<file path="config.mk">
export PLATFORM = sky130hd
export DESIGN_NAME = typed_predicate_compare_filter_flat
export DESIGN_NICKNAME = d
export VERILOG_FILES = /design/src/rtl/tpcf_pkg.sv /design/src/rtl/tpcf_stream_if.sv /design/src/rtl/tpcf_compare.sv /design/src/rtl/typed_predicate_compare_filter.sv /design/src/flat_wrapper.sv
export SDC_FILE = /design/constraint.sdc
export NUM_CORES = 1
export LEC_CHECK = 0
export BUFFER_PORTS_ARGS = -buffer_cell sky130_fd_sc_hd__buf_2
export CORE_ASPECT_RATIO = 1.25
export CORE_MARGIN = 2
export CORE_UTILIZATION = 63
export CTS_CLUSTER_SIZE = 10
export DETAILED_ROUTE_END_ITERATION = 8
export PLACE_DENSITY_LB_ADDON = 0.2
export SETUP_SLACK_MARGIN = 0.4
export SYNTH_ARGS = -nofsm -noshare
export SYNTH_HDL_FRONTEND = slang
export SYNTH_SLANG_ARGS = --single-unit
</file>
<file path="constraint.sdc">
create_clock -name clk -period 8.92 [get_ports clk]
set_clock_uncertainty 0.2 [all_clocks]
set_input_delay 0.446 -clock clk [delete_from_list [all_inputs] [get_ports clk]]
set_output_delay 0.446 -clock clk [all_outputs]
set_load 0.03 [all_outputs]
</file>
<file path="src/rtl/tpcf_pkg.sv">
`timescale 1ns / 1ps
// ----------------------------------------------------------------------------
// Typed predicate compare filter package
// Shared constants, operation and type codes, and the compare result type.
// ----------------------------------------------------------------------------
package tpcf_pkg;

    localparam int unsigned ValueWidth = 64;
    localparam int unsigned OpWidth    = 3;
    localparam int unsigned TypeWidth  = 2;
    localparam int unsigned CfgIdxWidth = 2;

    localparam logic [OpWidth-1:0] OP_EQ = 3'd0;
    localparam logic [OpWidth-1:0] OP_NE = 3'd1;
    localparam logic [OpWidth-1:0] OP_LT = 3'd2;
    localparam logic [OpWidth-1:0] OP_LE = 3'd3;
    localparam logic [OpWidth-1:0] OP_GT = 3'd4;
    localparam logic [OpWidth-1:0] OP_GE = 3'd5;

    localparam logic [TypeWidth-1:0] TYPE_I32 = 2'd0;
    localparam logic [TypeWidth-1:0] TYPE_I64 = 2'd1;
    localparam logic [TypeWidth-1:0] TYPE_F32 = 2'd2;
    localparam logic [TypeWidth-1:0] TYPE_F64 = 2'd3;

    localparam logic [CfgIdxWidth-1:0] REG_COMPARE_OP   = 2'd0;
    localparam logic [CfgIdxWidth-1:0] REG_VALUE_TYPE   = 2'd1;
    localparam logic [CfgIdxWidth-1:0] REG_LITERAL_BITS = 2'd2;

    // Three-way result of a compare.
    typedef struct packed {
        logic lt;
        logic eq;
    } cmp_res_t;

endpackage

</file>
<file path="src/rtl/tpcf_stream_if.sv">
`timescale 1ns / 1ps
// ----------------------------------------------------------------------------
// Stream interfaces
// Valid/ready channels for column values in and match bits out.
// ----------------------------------------------------------------------------
interface tpcf_in_if;
    logic        valid;
    logic        ready;
    logic [63:0] value_bits;
    logic        prior_match;
    logic        last_in;

    modport source (output valid, value_bits, prior_match, last_in, input ready);
    modport sink   (input valid, value_bits, prior_match, last_in, output ready);
endinterface

interface tpcf_out_if;
    logic valid;
    logic ready;
    logic match_out;
    logic last_out;

    modport source (output valid, match_out, last_out, input ready);
    modport sink   (input valid, match_out, last_out, output ready);
endinterface

</file>
<file path="src/rtl/tpcf_compare.sv">
`timescale 1ns / 1ps
// ----------------------------------------------------------------------------
// Typed compare
// Three-way compare of value and literal as int32, int64, float32 or float64.
// ----------------------------------------------------------------------------
module tpcf_compare (
    input  logic [63:0]       value_bits,
    input  logic [63:0]       literal_bits,
    input  logic [1:0]        value_type,
    output tpcf_pkg::cmp_res_t result
);

    logic        is_float;
    logic        is_wide;
    logic [63:0] a;
    logic [63:0] b;
    logic        a_nan;
    logic        b_nan;
    logic [63:0] ka;
    logic [63:0] kb;
    logic [63:0] mag_a;
    logic [63:0] mag_b;

    assign is_float = (value_type == tpcf_pkg::TYPE_F32) || (value_type == tpcf_pkg::TYPE_F64);
    assign is_wide  = (value_type == tpcf_pkg::TYPE_I64) || (value_type == tpcf_pkg::TYPE_F64);

    // Narrow types are placed in the top half so that one 64-bit compare serves all.
    assign a = is_wide ? value_bits   : {value_bits[31:0], 32'd0};
    assign b = is_wide ? literal_bits : {literal_bits[31:0], 32'd0};

    assign mag_a = {1'b0, a[62:0]};
    assign mag_b = {1'b0, b[62:0]};

    always_comb
    begin
        if (is_wide)
        begin
            a_nan = mag_a > 64'h7FF0_0000_0000_0000;
            b_nan = mag_b > 64'h7FF0_0000_0000_0000;
        end
        else
        begin
            a_nan = mag_a > 64'h7F80_0000_0000_0000;
            b_nan = mag_b > 64'h7F80_0000_0000_0000;
        end
    end

    always_comb
    begin
        if (is_float)
        begin
            // Both zeros map to the same key; negatives are inverted.
            if (mag_a == 64'd0)   ka = 64'h8000_0000_0000_0000;
            else if (a[63])       ka = ~a;
            else                  ka = a | 64'h8000_0000_0000_0000;
            if (mag_b == 64'd0)   kb = 64'h8000_0000_0000_0000;
            else if (b[63])       kb = ~b;
            else                  kb = b | 64'h8000_0000_0000_0000;
        end
        else
        begin
            ka = a ^ 64'h8000_0000_0000_0000;
            kb = b ^ 64'h8000_0000_0000_0000;
        end
    end

    always_comb
    begin
        if (is_float && a_nan)
        begin
            result.eq = b_nan;
            result.lt = 1'b0;
        end
        else if (is_float && b_nan)
        begin
            result.eq = 1'b0;
            result.lt = 1'b1;
        end
        else
        begin
            result.eq = ka == kb;
            result.lt = ka < kb;
        end
    end

endmodule

</file>
<file path="src/rtl/typed_predicate_compare_filter.sv">
`timescale 1ns / 1ps
// ----------------------------------------------------------------------------
// Typed predicate compare filter
// Column filter: match_out = prior_match AND compare(value, literal, op).
// ----------------------------------------------------------------------------
// Channel    Role    Payload
// in_ch      sink    value_bits[63:0], prior_match, last_in
// out_ch     source  match_out, last_out
// cfg        write   cfg_we, cfg_index[1:0], cfg_data[63:0]
//
// One item per cycle while out_ch is not stalled. An input register feeds
// the compare and a result register. The result stage advances when empty or
// taken; the input stage loads when empty too, else waits with the result.
// Reset clears the configuration and both valid bits.
// ----------------------------------------------------------------------------
module typed_predicate_compare_filter (
    input  logic        clk,
    input  logic        rst_n,
    tpcf_in_if.sink     in_ch,
    tpcf_out_if.source  out_ch,
    input  logic        cfg_we,
    input  logic [1:0]  cfg_index,
    input  logic [63:0] cfg_data
);

    logic [2:0]  op_reg;
    logic [1:0]  type_reg;
    logic [63:0] lit_reg;

    logic        s1_valid_reg;
    logic [63:0] s1_value_reg;
    logic        s1_prior_reg;
    logic        s1_last_reg;

    logic        s2_valid_reg;
    logic        s2_match_reg;
    logic        s2_last_reg;

    logic        advance;
    logic        keep;
    logic        match_next;
    tpcf_pkg::cmp_res_t cmp;

    always_ff @(posedge clk or negedge rst_n)
    begin
        if (!rst_n)
        begin
            op_reg   <= tpcf_pkg::OP_EQ;
            type_reg <= tpcf_pkg::TYPE_I32;
            lit_reg  <= 64'd0;
        end
        else if (cfg_we)
        begin
            unique case (cfg_index)
                tpcf_pkg::REG_COMPARE_OP:   op_reg   <= cfg_data[2:0];
                tpcf_pkg::REG_VALUE_TYPE:   type_reg <= cfg_data[1:0];
                tpcf_pkg::REG_LITERAL_BITS: lit_reg  <= cfg_data;
                default:                    ;
            endcase
        end
    end

    assign advance      = !s2_valid_reg || out_ch.ready;
    assign in_ch.ready  = advance || !s1_valid_reg;

    always_ff @(posedge clk or negedge rst_n)
    begin
        if (!rst_n)
        begin
            s1_valid_reg <= 1'b0;
            s2_valid_reg <= 1'b0;
        end
        else
        begin
            if (in_ch.ready)
                s1_valid_reg <= in_ch.valid;
            if (advance)
                s2_valid_reg <= s1_valid_reg;
        end
    end

    always_ff @(posedge clk)
    begin
        if (in_ch.ready && in_ch.valid)
        begin
            s1_value_reg <= in_ch.value_bits;
            s1_prior_reg <= in_ch.prior_match;
            s1_last_reg  <= in_ch.last_in;
        end
        if (advance && s1_valid_reg)
        begin
            s2_match_reg <= match_next;
            s2_last_reg  <= s1_last_reg;
        end
    end

    tpcf_compare u_compare (
        .value_bits   (s1_value_reg),
        .literal_bits (lit_reg),
        .value_type   (type_reg),
        .result       (cmp)
    );

    always_comb
    begin
        unique case (op_reg)
            tpcf_pkg::OP_EQ: keep = cmp.eq;
            tpcf_pkg::OP_NE: keep = !cmp.eq;
            tpcf_pkg::OP_LT: keep = cmp.lt;
            tpcf_pkg::OP_LE: keep = cmp.lt || cmp.eq;
            tpcf_pkg::OP_GT: keep = !cmp.lt && !cmp.eq;
            tpcf_pkg::OP_GE: keep = !cmp.lt;
            default:         keep = 1'b0;
        endcase
    end

    assign match_next       = s1_prior_reg && keep;
    assign out_ch.valid     = s2_valid_reg;
    assign out_ch.match_out = s2_match_reg;
    assign out_ch.last_out  = s2_last_reg;

endmodule

</file>
<file path="src/flat_wrapper.sv">
// flat-port wrapper written by rule: the top's interface ports become plain ports
module typed_predicate_compare_filter_flat 
  (clk, rst_n, cfg_we, cfg_index, cfg_data, in_ch_valid, in_ch_value_bits, in_ch_prior_match, in_ch_last_in, in_ch_ready, out_ch_valid, out_ch_match_out, out_ch_last_out, out_ch_ready);
  tpcf_in_if in_ch_i ();
  tpcf_out_if out_ch_i ();
  input  logic clk;
  input  logic rst_n;
  input  logic cfg_we;
  input  logic [1:0] cfg_index;
  input  logic [63:0] cfg_data;
  input wire logic [$bits(in_ch_i.valid)-1:0] in_ch_valid;
  input wire logic [$bits(in_ch_i.value_bits)-1:0] in_ch_value_bits;
  input wire logic [$bits(in_ch_i.prior_match)-1:0] in_ch_prior_match;
  input wire logic [$bits(in_ch_i.last_in)-1:0] in_ch_last_in;
  output wire logic [$bits(in_ch_i.ready)-1:0] in_ch_ready;
  output wire logic [$bits(out_ch_i.valid)-1:0] out_ch_valid;
  output wire logic [$bits(out_ch_i.match_out)-1:0] out_ch_match_out;
  output wire logic [$bits(out_ch_i.last_out)-1:0] out_ch_last_out;
  input wire logic [$bits(out_ch_i.ready)-1:0] out_ch_ready;
  assign in_ch_i.valid = in_ch_valid;
  assign in_ch_i.value_bits = in_ch_value_bits;
  assign in_ch_i.prior_match = in_ch_prior_match;
  assign in_ch_i.last_in = in_ch_last_in;
  assign in_ch_ready = in_ch_i.ready;
  assign out_ch_valid = out_ch_i.valid;
  assign out_ch_match_out = out_ch_i.match_out;
  assign out_ch_last_out = out_ch_i.last_out;
  assign out_ch_i.ready = out_ch_ready;
  typed_predicate_compare_filter u_core (.clk(clk), .rst_n(rst_n), .in_ch(in_ch_i), .out_ch(out_ch_i), .cfg_we(cfg_we), .cfg_index(cfg_index), .cfg_data(cfg_data));
endmodule
</file>
* Word-level counts from Yosys, hierarchy flattened
Index checks and enable logic that the tools add are counted.
Word-level totals: register bits after elaboration 139, latch bits 0, memory bits (writable) 0, ROM bits 0, input port bits 137, output and inout bits 4, word-level logic and storage cells 65, memories kept 0
Operators by class: add/subtract/negate cells 0, $mul 0, div/mod/pow operators 0, $lt $le $gt $ge 5, equality and inequality tests 11, shifts and indexed selects 0, mux-type cells 13, bitwise gates (word level) 4, reduce and logical (&&, ||, !) cells 22
Operators by type and width (number):
- $mux 64 | 8
- $gt 63x63->1 const B | 4
- $logic_not 64->1 | 2
- $not 64->64 | 2
- $eq 64x64->1 | 1
- $lt 64x64->1 | 1
- $eq 2x2->1 const B | 3
- $eq 3x2->1 const B | 2
- $eq 3x3->1 const B | 2
- $logic_and 1x1->1 | 6
- $pmux 1 s6 | 1
- $reduce_and 2->1 | 3
- $logic_or 1x1->1 | 5
- $eq 2x1->1 const B | 2
- $logic_not 1->1 | 4
- $mux 2 | 2
- $eq 3x1->1 const B | 1
- $logic_not 3->1 | 1
- $logic_not 2->1 | 1
- $mux 1 | 2
- $not 1->1 | 2

* Longest topological paths before layout
depth in word-level cells 14, gate-level depth with buffers 20, mapped depth without buffers 17

* Cells and area by module
From an unflattened synthesis, not the netlist that was laid out.
Second synthesis, totals: cell total of the unflattened synthesis 920, area total of the unflattened synthesis 9754.4 um^2
By module, submodules not included:
- typed_predicate_compare_filter | times used 1, cells an instance 232, area each 5069.9 um^2, seq. area each 3818.7 um^2
- tpcf_compare | times used 1, cells an instance 688, area each 4684.5 um^2, seq. area each 0.0 um^2

* Least setup slack after synthesis
No wires, ideal clock.
path type register to register, start register u_core.s1_value_reg[20], end register u_core.s2_match_reg (netlist: u_core.out_ch.match_out), data pin, setup time 0.266 ns, arrival time 4.063 ns, required time 8.454 ns, path slack 4.391 ns, stages on the path, launching flop included 18, buffers on the path 2, clock period less this slack 4.529 ns, path through edfxtp_1 > or4_4 > nor4_1 > a21oi_1 > nor4bb_1 > clkbuf_1 > clkbuf_1 > nor2_1 > ha_1 > nand4_1 > nor3_1 > nand2_1 > or4_1 > nor3_1 > a22oi_2 > xnor2_1 > a221oi_1 > a21boi_1
On the way: longest elaborated chain between the ends 12, elaborated cells between the ends (all ways) 20, those cells by class order compare (3); eq/ne (1); mux (8); bitwise (1); reduce/logical (7)
RTL lines:
- from (decl) | RTL line typed_predicate_compare_filter.sv:31 | logic [63:0] s1_value_reg;
- from (signal assigned) | RTL line typed_predicate_compare_filter.sv:86 | s1_value_reg <= in_ch.value_bits;
- $mux 64 * | RTL line tpcf_compare.sv:28 | assign a = is_wide ? value_bits : {value_bits[31:0], 32'd0};
- parallel branches: the longest is 6 deep, another holds $lt 64x64->1
- $mux 2 * | RTL line tpcf_compare.sv:69 | if (is_float && a_nan)
- $logic_not 1->1 (on tied branches) | RTL line typed_predicate_compare_filter.sv:111, typed_predicate_compare_filter.sv:112, typed_predicate_compare_filter.sv:108
- $logic_and 1x1->1 | RTL line typed_predicate_compare_filter.sv:111 | tpcf_pkg::OP_GT: keep = !cmp.lt && !cmp.eq;
- $pmux 1 s6 * | RTL line typed_predicate_compare_filter.sv:106 | unique case (op_reg)
- $logic_and 1x1->1 * | RTL line typed_predicate_compare_filter.sv:117 | assign match_next = s1_prior_reg && keep;
- net u_core.match_next | RTL line typed_predicate_compare_filter.sv:41 | logic match_next;
- to (signal assigned) | RTL line typed_predicate_compare_filter.sv:92 | s2_match_reg <= match_next;
- to (decl) | RTL line typed_predicate_compare_filter.sv:36 | logic s2_match_reg;
Mark *: on every way through the listed nets, which the timed path passes. A chain may end at the register's enable or synchronous reset.

* Worst setup path after layout
start register u_core.type_reg[0], end register u_core.s2_match_reg (netlist: u_core.out_ch.match_out), data pin
On the way: longest elaborated chain between the ends 14, elaborated cells between the ends (all ways) 37, those cells by class order compare (5); eq/ne (4); mux (13); bitwise (4); reduce/logical (11)
RTL lines:
- from (decl) | RTL line typed_predicate_compare_filter.sv:27 | logic [1:0] type_reg;
- from (signal assigned) | RTL line typed_predicate_compare_filter.sv:49 | type_reg <= tpcf_pkg::TYPE_I32;
- from (signal assigned) | RTL line typed_predicate_compare_filter.sv:56 | tpcf_pkg::REG_VALUE_TYPE: type_reg <= cfg_data[1:0];
- parallel branches: the longest is 9 deep, another holds $lt 64x64->1
- $mux 2 * | RTL line tpcf_compare.sv:69
- $logic_not 1->1 (on tied branches) | RTL line typed_predicate_compare_filter.sv:111, typed_predicate_compare_filter.sv:112, typed_predicate_compare_filter.sv:108
- $logic_and 1x1->1 | RTL line typed_predicate_compare_filter.sv:111
- $pmux 1 s6 * | RTL line typed_predicate_compare_filter.sv:106
- $logic_and 1x1->1 * | RTL line typed_predicate_compare_filter.sv:117
- net u_core.match_next | RTL line typed_predicate_compare_filter.sv:41
Marks and branches as above.

==> results.sh <==
export IMPL_status="completed"
export IMPL_numClockSinks=139
export IMPL_ys_warn_count=0
export IMPL_p_leak_nw=4.999
export IMPL_async_flop_share_pct=51.08
export IMPL_ys_seq_area_share_pct=40.27
export IMPL_diodes=0
export IMPL_total_power_w=0.002619
export IMPL_synth_top_area_share_pct=21.54
export IMPL_worstSetupPathType="flop to flop"
export IMPL_tritoncts="built"
export IMPL_fp_dieW_um=113.7
export IMPL_drcViolationCount=0
export IMPL_period_needed_ps=5562
export IMPL_nNetsFinal=1313
export IMPL_fmax_mhz=179.8
export IMPL_rr_worst_depth=14
export IMPL_end_kind="flop"
export IMPL_grt_max_degree=83
export IMPL_final_setup_tns_ps=0
export IMPL_dp_hpwl_um=16740
export IMPL_pre_cts_slack_ps=3479
export IMPL_rr_endpoint="u_core.out_ch.match_out"
export IMPL_reg2reg_setup_slack_ps=3360
export IMPL_synth_nets=1135
export IMPL_slew_violations=0
export IMPL_chipHeight_um=141.2
export IMPL_synth_area_per_cell_um2=10.15
export IMPL_num_rows=50
export IMPL_ys_top_cells_by_area="edfxtp_1 (22%), dfrtp_1 (19%), ha_1 (8.4%)"
export IMPL_root_buffer="clkbuf_16"
export IMPL_drtIter0Drc=503
export IMPL_pwr_density_cell_mw_per_mm2=229.0
export IMPL_ctsResizeCount=0
export IMPL_rsz0062_at_grt="false"
export IMPL_place_gp_congestion=0.9017
export IMPL_grt_antenna_before_repair=0
export IMPL_utilization_pct=77.11
export IMPL_worstSkewPairLatency_ps=430
export IMPL_endpoint="u_core.out_ch.match_out"
export IMPL_synthDistinctLibCells=61
export IMPL_synth_edf_count=68
export IMPL_rr_startpoint="u_core.type_reg[0]"
export IMPL_slew_headroom_pct=33.16
export IMPL_maxCapViolCount=0
export IMPL_synth_top_area_cell="edfxtp_1"
export IMPL_hold_class="input port to flop"
export IMPL_start_util_pct=63.95
export IMPL_worst_slew_pin_slew_ps=1003
export IMPL_finalSetupViolations=0
export IMPL_crit_path_start_kind="flop"
export IMPL_overflow=0
export IMPL_synthCells=934
export IMPL_drive_gt1_share_pct=23.56
export IMPL_post_route_period_util_pct=62.35
export IMPL_hold_viol=0
export IMPL_area_delta_synth_final_pct=20.59
export IMPL_ios=141
export IMPL_netlist_area_mm2=0.009482
export IMPL_grt_pass1_wl_um=37230
export IMPL_wl_per_cell_um=18.52
export IMPL_clk_pin_slew_worst_paths_ps=60
export IMPL_hold_path_depth=1
export IMPL_critPathArrivalTime_ps=5650
export IMPL_core_region_area_mm2=0.01483
export IMPL_startpoint="u_core.type_reg[0]"
export IMPL_via_per_inst=5.846
export IMPL_grt_pass1_vias=7669
export IMPL_antenna_left=0
export IMPL_h_tree_depth=4
export IMPL_drt_pass1_iterations=5
export IMPL_max_vdd_ir_drop_mv=0.1709
export IMPL_worstPathRequired_ps=9010
export IMPL_crit_fanout=82
export IMPL_design_die_area_mm2=0.01605
export IMPL_track_usage_pct=30.51
export IMPL_numCtsBuffers=17
export IMPL_clockBufferDepth=2
export IMPL_synth_seq_cells=139
export IMPL_wl_um=24200
export IMPL_io_buffers=140
export IMPL_setup_ws_ps=3359
export IMPL_yosys_most_used_dff="dfrtp_1"
export IMPL_vias=7641
export IMPL_whs_ps=6.877
-- cell usage in the layout (no fill, tap or decap), types with 59 or more instances in the layout --
cell type,count
mux2_2,71
xnor2_1,65
nand2_1,154
dlygate4sd3_1,61
ha_1,64
xor2_1,62
buf_2,140
mux2i_1,59
nor2_1,78
dfrtp_1,70
edfxtp_1,68
-- worst min-delay path by stage --
stage | startpoint | endpoint | slack (ps)
finish | in_ch_value_bits[59] | u_core.s1_value_reg[59] | 7
global route | in_ch_value_bits[3] | u_core.s1_value_reg[3] | 3
CTS | in_ch_value_bits[48] | u_core.s1_value_reg[48] | 2
detailed placement | u_core.s1_last_reg | u_core.out_ch.last_out | 230
global placement | u_core.s1_last_reg | u_core.out_ch.last_out | 200
floorplan | rst_n | u_core.lit_reg[0] | -50
-- cells by family (layout without fill, tap and decap cells) --
| family | count (synthesis) | in the layout | share of synthesized area, % |
|---|---|---|---|
| adders and majority gates | 64 | 64 | 8.446 |
| buffers and inverters | 53 | 244 | 2.507 |
| AOI/OAI and AO/OA | 68 | 68 | 4.671 |
| and+or+nand+nor | 352 | 352 | 17.59 |
| xor gates and xnor gates | 127 | 127 | 11.73 |
| muxes | 131 | 131 | 14.78 |
| DFF | 139 | 139 | 40.27 |
-- where the power goes --
group,switching [W],total (W),internal [W]
Clock,0.000281,0.000654,0.000373
Sequential,0.000107,0.000869,0.000762
Combinational,0.000599,0.00110,0.000498
-- area by class of cell --
type,instances,area [µm²]
Clock buffer,20,457.9
Clock inverter,12,86.33
Fill cell,1045,3393
Inverter,3,11.26
Multi-Input combinational cell,742,5456
Sequential cell,139,3822
Tap cell,182,227.7
Timing Repair Buffer,209,1371
-- cells in the mapped netlist (all sizes together), types with 19 or more instances --
master / n
clkbuf: 28
mux2: 72
nor4: 19
edfxtp: 68
nand4: 19
xnor2: 65
a21oi: 31
nand2: 156
xor2: 62
dfrtp: 71
nor3: 21
mux2i: 59
ha: 64
buf: 22
nor2: 78
-- critical path: stages, from the launching register on --
cell	delay (ps)
dfrtp_4	510
buf_4	750
mux2_2	450
nand2_4	720
xor2_1	240
nand2_1	130
ha_1	360
nand4_1	100
nor3_1	320
nand3_1	150
or4_1	440
o221ai_1	200
a21oi_1	120
or4b_1	530
a21boi_1	160
-- what timing repair did --
item	in CTS	in global routing
endpoints found under the setup margin	0	0
hold buffers	59	2
endpoints found under the hold margin	59	2
buffers inserted	0	0
-- metal layers --
layer / global-route usage (%) / vias to the layer above / wire [µm] / share of wire (%)
met1: 33.38 / 3665 / 9062 / 37
met2: 56.26 / 240 / 13100 / 54
li1: - / 3663 / - / -
met5: 0 / - / 0 / 0
met4: 16.37 / 0 / 1115 / 4.6
met3: 4.643 / 73 / 928 / 3.8
-- metrics by stage --
stage               instances  area [µm²]
floorplan                 934        9482
finish                   1307       11430
global placement         1214       10280
global route             1307       11430
detailed placement       1214       10280
CTS                      1305       11410
(Power assumes the default switching activity.)
